<file path="config.mk">
export PLATFORM = sky130hd
export DESIGN_NAME = i2c_target_paged_memory_map_flat
export DESIGN_NICKNAME = d
export VERILOG_FILES = /design/src/rtl/i2cpm_pkg.sv /design/src/rtl/i2cpm_if.sv /design/src/rtl/i2cpm_dp.sv /design/src/rtl/i2cpm_ctrl.sv /design/src/rtl/i2c_target_paged_memory_map.sv /design/src/flat_wrapper.sv
export SDC_FILE = /design/constraint.sdc
export NUM_CORES = 2
export LEC_CHECK = 0
export ABC_AREA = 1
export BUFFER_PORTS_ARGS = -buffer_cell sky130_fd_sc_hd__buf_4
export CORE_ASPECT_RATIO = 1.25
export CORE_UTILIZATION = 47
export DETAILED_ROUTE_END_ITERATION = 16
export PLACE_DENSITY = 0.75
export SYNTH_ARGS = -nofsm -noshare
export SYNTH_HDL_FRONTEND = slang
export SYNTH_HIERARCHICAL = 1
export SYNTH_SLANG_ARGS = --single-unit
export TNS_END_PERCENT = 5
</file>
<file path="constraint.sdc">
create_clock -name clk_i -period 5.2 [get_ports clk_i]
set_input_delay 0.52 -clock clk_i [delete_from_list [all_inputs] [get_ports clk_i]]
set_output_delay 0.52 -clock clk_i [all_outputs]
set_load 0.01 [all_outputs]
</file>
<file path="src/rtl/i2cpm_pkg.sv">
// Package for the paged I2C target memory map.
// Holds the opcode, bank and controller state codes and the command/status structs.
// No dependencies.
`default_nettype none

package i2cpm_pkg;

  localparam int unsigned PageBytes = 128;

  localparam logic [7:0] SelZero     = 8'h00;
  localparam logic [7:0] SelSeventyF = 8'h7F;

  typedef enum logic [1:0] {
    OP_ADDR_WR = 2'd0,
    OP_ADDR_RD = 2'd1,
    OP_BYTE_RX = 2'd2,
    OP_BYTE_TX = 2'd3
  } opcode_e;

  typedef enum logic [1:0] {
    BANK_LOWER     = 2'd0,
    BANK_ZERO      = 2'd1,
    BANK_SEVENTY_F = 2'd2
  } bank_e;

  typedef enum logic [1:0] {
    ST_IDLE,
    ST_EXEC,
    ST_READ,
    ST_LOAD
  } ctrl_state_e;

  typedef struct packed {
    logic capture;
    logic exec;
    logic read;
    logic load;
  } dp_cmd_t;

  typedef struct packed {
    logic busy;
    logic needs_read;
  } dp_status_t;

endpackage

`default_nettype wire

</file>
<file path="src/rtl/i2cpm_if.sv">
// Handshake channels of the paged I2C target memory map.
// Depends on nothing; carries valid, ready and the item payload.
`default_nettype none

interface i2cpm_in_if;
  logic       valid;
  logic       ready;
  logic [1:0] opcode;
  logic [7:0] data_byte;

  modport source (output valid, output opcode, output data_byte, input ready);
  modport sink   (input valid, input opcode, input data_byte, output ready);
endinterface

interface i2cpm_out_if;
  logic       valid;
  logic       ready;
  logic       tx_valid;
  logic [7:0] tx_data;

  modport source (output valid, output tx_valid, output tx_data, input ready);
  modport sink   (input valid, input tx_valid, input tx_data, output ready);
endinterface

`default_nettype wire

</file>
<file path="src/rtl/i2cpm_dp.sv">
// Datapath: item register, pointer/bank state, three page memories with clearing pass.
// Depends on i2cpm_pkg; driven by commands from i2cpm_ctrl.
`default_nettype none

module i2cpm_dp #(
  parameter int unsigned PAGE_BYTES = i2cpm_pkg::PageBytes
) (
  input  wire logic                  clk_i,
  input  wire logic                  rst_ni,
  input  wire i2cpm_pkg::dp_cmd_t    cmd_i,
  output i2cpm_pkg::dp_status_t      status_o,
  input  wire logic [1:0]            opcode_i,
  input  wire logic [7:0]            data_byte_i,
  output logic [7:0]                 tx_data_o
);

  localparam int unsigned IdxW  = $clog2(PAGE_BYTES);
  localparam int unsigned AddrW = IdxW + 1;
  localparam logic [IdxW-1:0] LastIdx = IdxW'(PAGE_BYTES - 1);

  logic [7:0] lower_mem [PAGE_BYTES];
  logic [7:0] zero_mem  [PAGE_BYTES];
  logic [7:0] sevf_mem  [PAGE_BYTES];

  i2cpm_pkg::opcode_e op_q;
  logic [7:0]         byte_q;

  logic [AddrW-1:0]   addr_q, addr_d;
  i2cpm_pkg::bank_e   bank_q, bank_d;
  logic               expect_q, expect_d;
  logic [7:0]         sel_q, sel_d;

  logic [IdxW-1:0]    clr_idx_q;
  logic               clr_busy_q;

  logic               wr_en;
  logic [7:0]         sel_w;
  logic [AddrW-1:0]   new_addr;

  logic [7:0]         rdata_q;
  logic               rd_sel_q;
  logic [7:0]         tx_data_q;

  assign status_o.busy       = clr_busy_q;
  assign status_o.needs_read = (op_q == i2cpm_pkg::OP_ADDR_RD) ||
                               (op_q == i2cpm_pkg::OP_BYTE_TX);
  assign tx_data_o           = tx_data_q;

  always_ff @(posedge clk_i) begin
    if (cmd_i.capture) begin
      op_q   <= i2cpm_pkg::opcode_e'(opcode_i);
      byte_q <= data_byte_i;
    end
  end

  always_comb begin
    addr_d   = addr_q;
    bank_d   = bank_q;
    expect_d = expect_q;
    sel_d    = sel_q;
    wr_en    = 1'b0;
    sel_w    = sel_q;
    new_addr = byte_q[AddrW-1:0];
    case (op_q)
      i2cpm_pkg::OP_ADDR_WR,
      i2cpm_pkg::OP_ADDR_RD: begin
        expect_d = 1'b1;
      end
      i2cpm_pkg::OP_BYTE_RX: begin
        if (expect_q) begin
          expect_d = 1'b0;
          addr_d   = new_addr;
          if (new_addr[AddrW-1]) begin
            if (sel_q == i2cpm_pkg::SelSeventyF) begin
              bank_d = i2cpm_pkg::BANK_SEVENTY_F;
            end else begin
              bank_d = i2cpm_pkg::BANK_ZERO;
              sel_d  = i2cpm_pkg::SelZero;
            end
          end else begin
            bank_d = i2cpm_pkg::BANK_LOWER;
          end
        end else begin
          wr_en = 1'b1;
          if (bank_q == i2cpm_pkg::BANK_LOWER && addr_q[IdxW-1:0] == LastIdx) begin
            sel_w = byte_q;
            sel_d = byte_q;
          end
        end
      end
      default: begin
      end
    endcase
    if (op_q == i2cpm_pkg::OP_BYTE_TX ||
        (op_q == i2cpm_pkg::OP_BYTE_RX && !expect_q)) begin
      addr_d = addr_q + AddrW'(1);
      if (addr_q == {1'b0, LastIdx}) begin
        if (sel_w == i2cpm_pkg::SelSeventyF) begin
          bank_d = i2cpm_pkg::BANK_SEVENTY_F;
        end else begin
          bank_d = i2cpm_pkg::BANK_ZERO;
          sel_d  = i2cpm_pkg::SelZero;
        end
      end else if (&addr_q) begin
        bank_d = i2cpm_pkg::BANK_LOWER;
      end
    end
  end

  always_ff @(posedge clk_i or negedge rst_ni) begin
    if (!rst_ni) begin
      addr_q     <= '0;
      bank_q     <= i2cpm_pkg::BANK_LOWER;
      expect_q   <= 1'b1;
      sel_q      <= i2cpm_pkg::SelZero;
      clr_idx_q  <= '0;
      clr_busy_q <= 1'b1;
    end else begin
      if (clr_busy_q) begin
        clr_idx_q <= clr_idx_q + IdxW'(1);
        if (clr_idx_q == LastIdx) begin
          clr_busy_q <= 1'b0;
        end
      end
      if (cmd_i.exec) begin
        addr_q   <= addr_d;
        bank_q   <= bank_d;
        expect_q <= expect_d;
        sel_q    <= sel_d;
      end
    end
  end

  always_ff @(posedge clk_i) begin
    if (clr_busy_q) begin
      lower_mem[clr_idx_q] <= '0;
      zero_mem[clr_idx_q]  <= '0;
      sevf_mem[clr_idx_q]  <= '0;
    end else if (cmd_i.exec && wr_en) begin
      case (bank_q)
        i2cpm_pkg::BANK_LOWER:     lower_mem[addr_q[IdxW-1:0]] <= byte_q;
        i2cpm_pkg::BANK_SEVENTY_F: sevf_mem[addr_q[IdxW-1:0]]  <= byte_q;
        default:                   zero_mem[addr_q[IdxW-1:0]]  <= byte_q;
      endcase
    end
  end

  always_ff @(posedge clk_i) begin
    if (cmd_i.read) begin
      rd_sel_q <= (bank_q == i2cpm_pkg::BANK_LOWER) && (addr_q[IdxW-1:0] == LastIdx);
      case (bank_q)
        i2cpm_pkg::BANK_LOWER:     rdata_q <= lower_mem[addr_q[IdxW-1:0]];
        i2cpm_pkg::BANK_SEVENTY_F: rdata_q <= sevf_mem[addr_q[IdxW-1:0]];
        default:                   rdata_q <= zero_mem[addr_q[IdxW-1:0]];
      endcase
    end
  end

  always_ff @(posedge clk_i) begin
    if (cmd_i.load) begin
      tx_data_q <= rd_sel_q ? sel_q : rdata_q;
    end
  end

endmodule

`default_nettype wire

</file>
<file path="src/rtl/i2cpm_ctrl.sv">
// Controller: sequences capture, update, memory read and output load per item.
// Depends on i2cpm_pkg; drives i2cpm_dp through command/status structs.
`default_nettype none

module i2cpm_ctrl (
  input  wire logic                  clk_i,
  input  wire logic                  rst_ni,
  input  wire logic                  in_valid_i,
  output logic                       in_ready_o,
  output logic                       out_valid_o,
  input  wire logic                  out_ready_i,
  output i2cpm_pkg::dp_cmd_t         cmd_o,
  input  wire i2cpm_pkg::dp_status_t status_i
);

  i2cpm_pkg::ctrl_state_e state_q, state_d;
  logic                   out_valid_q, out_valid_d;

  assign out_valid_o = out_valid_q;

  always_ff @(posedge clk_i or negedge rst_ni) begin
    if (!rst_ni) begin
      state_q     <= i2cpm_pkg::ST_IDLE;
      out_valid_q <= 1'b0;
    end else begin
      state_q     <= state_d;
      out_valid_q <= out_valid_d;
    end
  end

  always_comb begin
    state_d     = state_q;
    out_valid_d = out_valid_q && !out_ready_i;
    in_ready_o  = 1'b0;
    cmd_o       = '0;
    case (state_q)
      i2cpm_pkg::ST_IDLE: begin
        in_ready_o = !status_i.busy;
        if (in_valid_i && !status_i.busy) begin
          cmd_o.capture = 1'b1;
          state_d       = i2cpm_pkg::ST_EXEC;
        end
      end
      i2cpm_pkg::ST_EXEC: begin
        cmd_o.exec = 1'b1;
        state_d    = status_i.needs_read ? i2cpm_pkg::ST_READ : i2cpm_pkg::ST_IDLE;
      end
      i2cpm_pkg::ST_READ: begin
        cmd_o.read = 1'b1;
        state_d    = i2cpm_pkg::ST_LOAD;
      end
      i2cpm_pkg::ST_LOAD: begin
        if (!out_valid_q || out_ready_i) begin
          cmd_o.load  = 1'b1;
          out_valid_d = 1'b1;
          state_d     = i2cpm_pkg::ST_IDLE;
        end
      end
      default: begin
        state_d = i2cpm_pkg::ST_IDLE;
      end
    endcase
  end

endmodule

`default_nettype wire

</file>
<file path="src/rtl/i2c_target_paged_memory_map.sv">
// Paged I2C target memory map: 128-byte lower page plus two selectable upper pages.
// Top level; depends on i2cpm_pkg, i2cpm_if, i2cpm_ctrl and i2cpm_dp.
//
// in_i carries one bus event per item: opcode (address match write/read, byte
// received, byte transmitted) and data_byte. out_o returns one item with
// tx_valid = 1 and tx_data for each address match read and byte transmitted event;
// the other two events produce no output item.
// An item without a response passes through accept and state update. An item with a
// response passes through accept, state update, page memory read and output load;
// its output item is valid once the output load step has run. The page memories are
// read after the pointer update, so a read sees the updated pointer.
// After reset the pointer is lower address 0 and the next byte received is an
// address byte. A clearing pass then zeroes all three pages, one row per cycle;
// in_i.ready stays low until it ends.
// The output register holds an item until taken; the next input item is accepted
// meanwhile, and a further response waits in its load step while out_o stalls.
`default_nettype none

module i2c_target_paged_memory_map #(
  parameter int unsigned PAGE_BYTES = i2cpm_pkg::PageBytes
) (
  input wire logic     clk_i,
  input wire logic     rst_ni,
  i2cpm_in_if.sink     in_i,
  i2cpm_out_if.source  out_o
);

  i2cpm_pkg::dp_cmd_t    cmd;
  i2cpm_pkg::dp_status_t status;
  logic                  in_ready;
  logic                  out_valid;
  logic [7:0]            tx_data;

  assign in_i.ready     = in_ready;
  assign out_o.valid    = out_valid;
  assign out_o.tx_valid = 1'b1;
  assign out_o.tx_data  = tx_data;

  i2cpm_ctrl u_ctrl (
    .clk_i       (clk_i),
    .rst_ni      (rst_ni),
    .in_valid_i  (in_i.valid),
    .in_ready_o  (in_ready),
    .out_valid_o (out_valid),
    .out_ready_i (out_o.ready),
    .cmd_o       (cmd),
    .status_i    (status)
  );

  i2cpm_dp #(
    .PAGE_BYTES (PAGE_BYTES)
  ) u_dp (
    .clk_i       (clk_i),
    .rst_ni      (rst_ni),
    .cmd_i       (cmd),
    .status_o    (status),
    .opcode_i    (in_i.opcode),
    .data_byte_i (in_i.data_byte),
    .tx_data_o   (tx_data)
  );

endmodule

`default_nettype wire

</file>
<file path="src/flat_wrapper.sv">
// flat-port wrapper written by rule: the top's interface ports become plain ports
module i2c_target_paged_memory_map_flat 
#(
  parameter int unsigned PAGE_BYTES = i2cpm_pkg::PageBytes
)
  (clk_i, rst_ni, in_i_valid, in_i_opcode, in_i_data_byte, in_i_ready, out_o_valid, out_o_tx_valid, out_o_tx_data, out_o_ready);
  i2cpm_in_if in_i_i ();
  i2cpm_out_if out_o_i ();
  input wire logic clk_i;
  input wire logic rst_ni;
  input wire logic [$bits(in_i_i.valid)-1:0] in_i_valid;
  input wire logic [$bits(in_i_i.opcode)-1:0] in_i_opcode;
  input wire logic [$bits(in_i_i.data_byte)-1:0] in_i_data_byte;
  output wire logic [$bits(in_i_i.ready)-1:0] in_i_ready;
  output wire logic [$bits(out_o_i.valid)-1:0] out_o_valid;
  output wire logic [$bits(out_o_i.tx_valid)-1:0] out_o_tx_valid;
  output wire logic [$bits(out_o_i.tx_data)-1:0] out_o_tx_data;
  input wire logic [$bits(out_o_i.ready)-1:0] out_o_ready;
  assign in_i_i.valid = in_i_valid;
  assign in_i_i.opcode = in_i_opcode;
  assign in_i_i.data_byte = in_i_data_byte;
  assign in_i_ready = in_i_i.ready;
  assign out_o_valid = out_o_i.valid;
  assign out_o_tx_valid = out_o_i.tx_valid;
  assign out_o_tx_data = out_o_i.tx_data;
  assign out_o_i.ready = out_o_ready;
  i2c_target_paged_memory_map #(.PAGE_BYTES(PAGE_BYTES)) u_core (.clk_i(clk_i), .rst_ni(rst_ni), .in_i(in_i_i), .out_o(out_o_i));
endmodule
</file>
# [Word-level counts from Yosys, hierarchy flattened]
# Memory sizes are Yosys's and may differ from the RTL's.
# Cells that the tools add are included.
[word_totals] latchBits=0 out_inout_bits=11 regBits=57 romBits=0 wordCells=123 mem_bits_rw=3072 n_memories=3
[op_classes] n_eq_ne=14 bitwise=0 shift=0 muxes=64 div=0 n_mul=0 addsub=2 n_lt_le_gt_ge=0 n_reduce_logical=27
[memory_table] name="u_core.u_dp.lower_mem" words=128 width=8 read_ports=1 rd_clocked_by_memory_dff=0 write_ports=1 line="i2cpm_dp.sv:21" source="logic [7:0] lower_mem [PAGE_BYTES];"
[memory_table] name="u_core.u_dp.sevf_mem" words=128 width=8 read_ports=1 rd_clocked_by_memory_dff=0 write_ports=1 line="i2cpm_dp.sv:23" source="logic [7:0] sevf_mem [PAGE_BYTES];"
[memory_table] name="u_core.u_dp.zero_mem" words=128 width=8 read_ports=1 rd_clocked_by_memory_dff=0 write_ports=1 line="i2cpm_dp.sv:22" source="logic [7:0] zero_mem [PAGE_BYTES];"
[op_table] operator="8-bit two-way mux" n=17
[op_table] operator="1-bit two-way mux" n=30
[op_table] operator="8-bit by 7-bit == test with 1-bit output (second input constant)" n=3
[op_table] operator="8-bit OR reduction" n=3
[op_table] operator="2-bit two-way mux" n=11
[op_table] operator="7-bit two-way mux" n=3
[op_table] operator="8-bit one-hot mux with 2 select lines" n=1
[op_table] operator="7-bit == test (second input constant)" n=2
[op_table] operator="2-bit == test (second input constant)" n=5
[op_table] operator="8-bit by 1-bit adder with 8-bit output (second input constant)" n=1
[op_table] operator="2-bit one-hot mux with 4 select lines" n=1
[op_table] operator="8-bit AND reduction" n=1
[op_table] operator="7-bit by 1-bit adder with 7-bit output (second input constant)" n=1
[op_table] operator="2-bit zero test" n=3
[op_table] operator="2-bit nonzero test" n=3
[op_table] operator="1-bit logical AND" n=5
[op_table] operator="2-bit by 1-bit == test with 1-bit output (second input constant)" n=2
[op_table] operator="1-bit zero test" n=4
[op_table] operator="2-bit != test (second input constant)" n=2
[op_table] operator="2-bit AND reduction" n=2
[op_table] operator="2-bit OR reduction" n=2
[op_table] operator="1-bit logical OR" n=3
[op_table] operator="3-bit AND reduction" n=1
[op_table] operator="1-bit one-hot mux with 2 select lines" n=1

# [Depth between registers and ports, before layout]
[depth] word_depth=9 depth_mapped=20

# [Modules after synthesis]
# Netlist, hierarchy kept.
[modules_own_cells] mod="i2cpm_dp" instances=1 cells_per_inst=11799 seq_area_each_um2=93737.4 area_each_um2=130574.0
[modules_own_cells] mod="i2cpm_ctrl" instances=1 cells_per_inst=27 seq_area_each_um2=75.1 area_each_um2=173.9
[modules_own_cells] mod="i2c_target_paged_memory_map" instances=1 cells_per_inst=2 seq_area_each_um2=0.0 area_each_um2=11.3

# [Worst setup path before layout]
# No wires, ideal clock.
[synth_path] path_kind="register to register" from="register u_core.u_dp.op_q[0]" to="memory u_core.u_dp.sevf_mem[0][0], data pin" t_arrival_ns=4.238 path_stages_with_launch=7 t_required_ns=4.402 setup_ns=0.798 setup_slack_ns=0.164 cell_sequence="edfxtp_1 nor2_8 nand2_4 nor2_8 nand3_4 clkbuf_1 nor2_1"
[synth_via] elab_chain_cells=8
[synth_lines] item="start, declared" line="i2cpm_dp.sv:25" source="i2cpm_pkg::opcode_e op_q;"
[synth_lines] item="start signal, assigned" line="i2cpm_dp.sv:51" source="op_q <= i2cpm_pkg::opcode_e'(opcode_i);"
[synth_lines] item="2-bit == test" line="i2cpm_dp.sv:64" source="case (op_q)"
[synth_lines] item="1-bit two-way mux" line="i2cpm_dp.sv:64"
[synth_lines] item="1-bit logical AND" line="i2cpm_dp.sv:139" source="end else if (cmd_i.exec && wr_en) begin"
[synth_lines] item="1-bit two-way mux" line="i2cpm_dp.sv:139"
[synth_lines] item="1-bit two-way mux" line="i2cpm_dp.sv:135" source="if (clr_busy_q) begin"
[synth_lines] item="1-bit two-way mux (not written as such)" line="i2cpm_dp.sv:142" source="i2cpm_pkg::BANK_SEVENTY_F: sevf_mem[addr_q[IdxW-1:0]] <= byte_q;"
[synth_lines] item="8-bit OR reduction (no line)"
[synth_lines] item="8-bit two-way mux (no line)"
[synth_lines] item="end, declared" line="i2cpm_dp.sv:23"
# Every way passes these cells.

==> qor.txt <==
Status - finished clean
Clk slew on worst S/H paths - 0.06 ns
Sink Count - 3129
EDFF count, synth - 3099
Fin. max-slew vios - 0
Cell area power density - 503 mW/mm2
Final core occ - 52.6%
I/O pins - 25
Endpoints failing setup - 0
Post-route cell area - 0.145 mm2
Post-DRT Antenna Nets - 0
Asr flop ratio synth - 0.959%
Worst-Skew Late Latency - 0.94 ns
Reg2reg end - u_core/u_dp/sevf_mem[96][1]$_DFFE_PP_
Yosys reg bits - 3129
Die H - 592 um
Net Sw Frac - 36.0%
Worst path arrival time - 4.92 ns
Final #Nets - 11700
DR WL/cell - 21.9 um
Largest stage delay on the critical path - 0.60 ns
Most common library cell in the layout ignoring fill and taps - edfxtp_1
Post_cts resized - 0
Syn_nets - 11800
Num rows - 216
Peak VDD IR - 0.000474 V
Die X - 474 um
Cell Area, Placed - 0.135 mm2
Reg area - 0.0938 mm2
Initial antenna violation count - 6
Max transition margin - 14.5%
Effective utilization at floorplan - 47.2%
Share of cells above drive strength 1 - 6.67%
Reg-to-reg startpoint - u_core/u_ctrl/state_q[0]$_DFFE_PN0P_
Critical Path Start Type - flip-flop
Total global routing overflow - 0
# fillers - 22900
Worst Skew - 0.0410 ns
Internal power - 46.8 mW
Most frequent cells in the layout - edfxtp_1, nand2_1, nor2_1
Syn Std Cell Area - 0.131 mm2
CTS tree - yes
Floorplan core area - 0.277 mm2
Die area - 0.280 mm2
YS warnings - 6
Max-cap violations - 0
Synth-to-layout area growth - 11.3%
Number of global-route vias before repair - 84400
NetSw - 26.3 mW
Crit. path cell count - 11
Logic gate share of total power - 30.9%
Largest net degree at the start of global routing - 201
Slowest CP cell - nand4_2
Iteration-0 DRC Markers - 11100
Port Buffers - 23
RSZ-0062 raised after global routing - no
Buf/Inv on CP - 4
Post-synth cell types - 46
Routability cong. - 0.961
Drt total wl - 343000 um
Detailed-route via count - 87800
First-pass GRT wire length - 511000 um
Register area share after synthesis - 71.7%
Worst-margin pin slew - 1.28 ns
Worst Reg-to-Reg Cells - 11
Postcts setup bufs - 0
H-tree depth - 5
Total track usage - 24.2%
Syn Inst Count - 11800
Minimum clock period - 4.36 ns
Worst R2R Setup Slack - 0.84 ns
Critical-path cell list - inv_1 -> nor2_1 -> inv_1 -> nor2_8 -> nand3_4 -> nand2_1 -> o21ai_4 -> inv_1 -> nand4_2 -> buf_4 -> nor2_1
Fin crit share - 83.8%
Cts bufs inserted - 323
Worst setup EP type - flip-flop
Sequential share of power - 38.4%
Residual DRC count - 0
CP Max Fanout - 22
Highest clock rate - 0.229 GHz
Pleak - 53.2 nW
Multi-input gate area - 0.0318 mm2
CP Class - reg2reg
Final Hold Viols - 0
Min-Delay Path Class - in2async
Via density - 5.61
Synth Flop Type - edfxtp_1
Clk Tree Root Cell - clkbuf_16
TritonRoute pass-1 iters - 7
Clock share of power - 30.8%
Detailed Place HPWL - 197000 um
Worst EP required - 5.76 ns
Critical path's top delay family - simple AND/OR/NAND/NOR gates
Cell mode on critical path - inv_1
Mapped Avg Cell Area - 11.1 um2
CTS Buffer Depth - 4
Setup TNS - 0 ns
## worst register-to-register path: stages (launching register included)
cell and delay (ns):
dfrtp_1 0.41, inv_1 0.10, nor2_1 0.13, inv_1 0.27, nor2_8 0.36, nand3_4 0.41, nand2_1 0.27, o21ai_4 0.14
inv_1 0.27, nand4_2 0.61, buf_4 0.46, nor2_1 0.57
## logic make-up after synthesis
family,count (synthesis),synth area share [%]
buf+inv,1351,4.15
flops,3129,71.7
simple gates,5905,18.1
fa+ha+maj,2,0.0191
compound gates,1433,5.89
other cells,1,0.00287
xor+xnor,7,0.0469
## power by group through the flow
stage,Clock [mW],Combinational (mW),Sequential [mW]
floorplan,0,14.4,28.3
global placement,0,21.5,28.6
detailed placement,0,21.8,28.6
CTS,22.7,22.0,28.1
global route,23.6,24.3,28.1
finish,22.5,22.6,28.1
## cell usage after synthesis (4+ instances only)
library cell / number / area share (%)
xor2_1: 6 / 0.040
buf_2: 210 / 0.80
dfrtp_1: 28 / 0.54
clkbuf_1: 381 / 1.1
nand3_1: 885 / 3.4
nor2_2: 6 / 0.029
nand4_1: 8 / 0.038
nand2_1: 2749 / 7.9
nor4_1: 20 / 0.096
a21oi_1: 192 / 0.73
nand3_2: 4 / 0.031
nand4_4: 6 / 0.098
o21ai_0: 1039 / 4.0
o211ai_1: 163 / 0.94
o21ai_4: 8 / 0.10
nor3_2: 4 / 0.031
buf_4: 17 / 0.098
o22ai_1: 10 / 0.048
a31oi_1: 5 / 0.024
edfxtp_1: 3099 / 71
or2_2: 19 / 0.091
nand4_2: 8 / 0.077
buf_1: 81 / 0.23
nor2_1: 2183 / 6.3
o21ai_1: 10 / 0.038
inv_2: 13 / 0.037
inv_1: 641 / 1.8
## state kept, by name, summed over array words and instances, names as in the netlist, 2 cells and up, named ones only
| name | count |
|---|---|
| u_core/u_dp/addr_q | 8 |
| u_core/u_dp/bank_q | 2 |
| u_core/u_dp/sel_q | 8 |
| u_core/u_dp/tx_data_o | 8 |
| u_core/u_dp/rdata_q | 8 |
| u_core/u_dp/byte_q | 8 |
| u_core/u_dp/lower_mem | 1024 |
| u_core/u_dp/zero_mem | 1024 |
| u_core/u_dp/sevf_mem | 1024 |
| u_core/u_dp/clr_idx_q | 7 |
| u_core/u_dp/op_q | 2 |
## through the flow
| stage | cells | setup WS (ns) | hold WS [ns] | total power, mW |
|---|---|---|---|---|
| floorplan | 11800 | 0.164 | 0.224 | 42.8 |
| global placement | 15100 | 1.03 | 0.493 | 50.1 |
| detailed placement | 15100 | 0.982 | 0.491 | 50.4 |
| CTS | 15600 | 0.946 | 0.0479 | 72.7 |
| global route | 15600 | 0.651 | 0.0900 | 76.0 |
| finish | 15600 | 0.840 | 0.0751 | 73.2 |
## area by class of cell
cell class                 count  share of cell area [%]
multi-input combinational   7348                    21.8
tap                         3706                    3.19
timing repair buffer         245                    1.74
inverter                     658                    1.73
antenna                        2                 0.00344
clock inverter               168                    1.11
sequential                  3129                    64.5
clock buffer                 393                    5.90
## worst max-delay path by stage
stage	start	end
global route	u_core/u_ctrl/state_q[0]$_DFFE_PN0P_	u_core/u_dp/sevf_mem[96][1]$_DFFE_PP_
finish	u_core/u_ctrl/state_q[0]$_DFFE_PN0P_	u_core/u_dp/sevf_mem[96][1]$_DFFE_PP_
detailed placement	u_core/u_ctrl/state_q[0]$_DFFE_PN0P_	u_core/u_dp/sevf_mem[64][5]$_DFFE_PP_
global placement	u_core/u_ctrl/state_q[0]$_DFFE_PN0P_	u_core/u_dp/sevf_mem[64][5]$_DFFE_PP_
floorplan	u_core/u_dp/op_q[0]$_DFFE_PP_	u_core/u_dp/sevf_mem[0][0]$_DFFE_PP_
CTS	u_core/u_ctrl/state_q[0]$_DFFE_PN0P_	u_core/u_dp/sevf_mem[65][7]$_DFFE_PP_
## repair_timing
item                                   CTS  global route
endpoints found under the hold margin   42             0
setup endpoints to repair                0             0
hold buffers                            14             0
## per-layer routing
| metal | share of wire [%] | track usage [%] | vias to the layer above |
|---|---|---|---|
| met5 | 0.0044 | 0 | - |
| met4 | 6.7 | 15.1 | 4 |
| met3 | 9.6 | 4.29 | 1093 |
| met2 | 48 | 39.9 | 4805 |
| met1 | 36 | 29.5 | 41900 |
| li1 | - | - | 40100 |
Note: power is estimated with default switching activity, not from simulation.
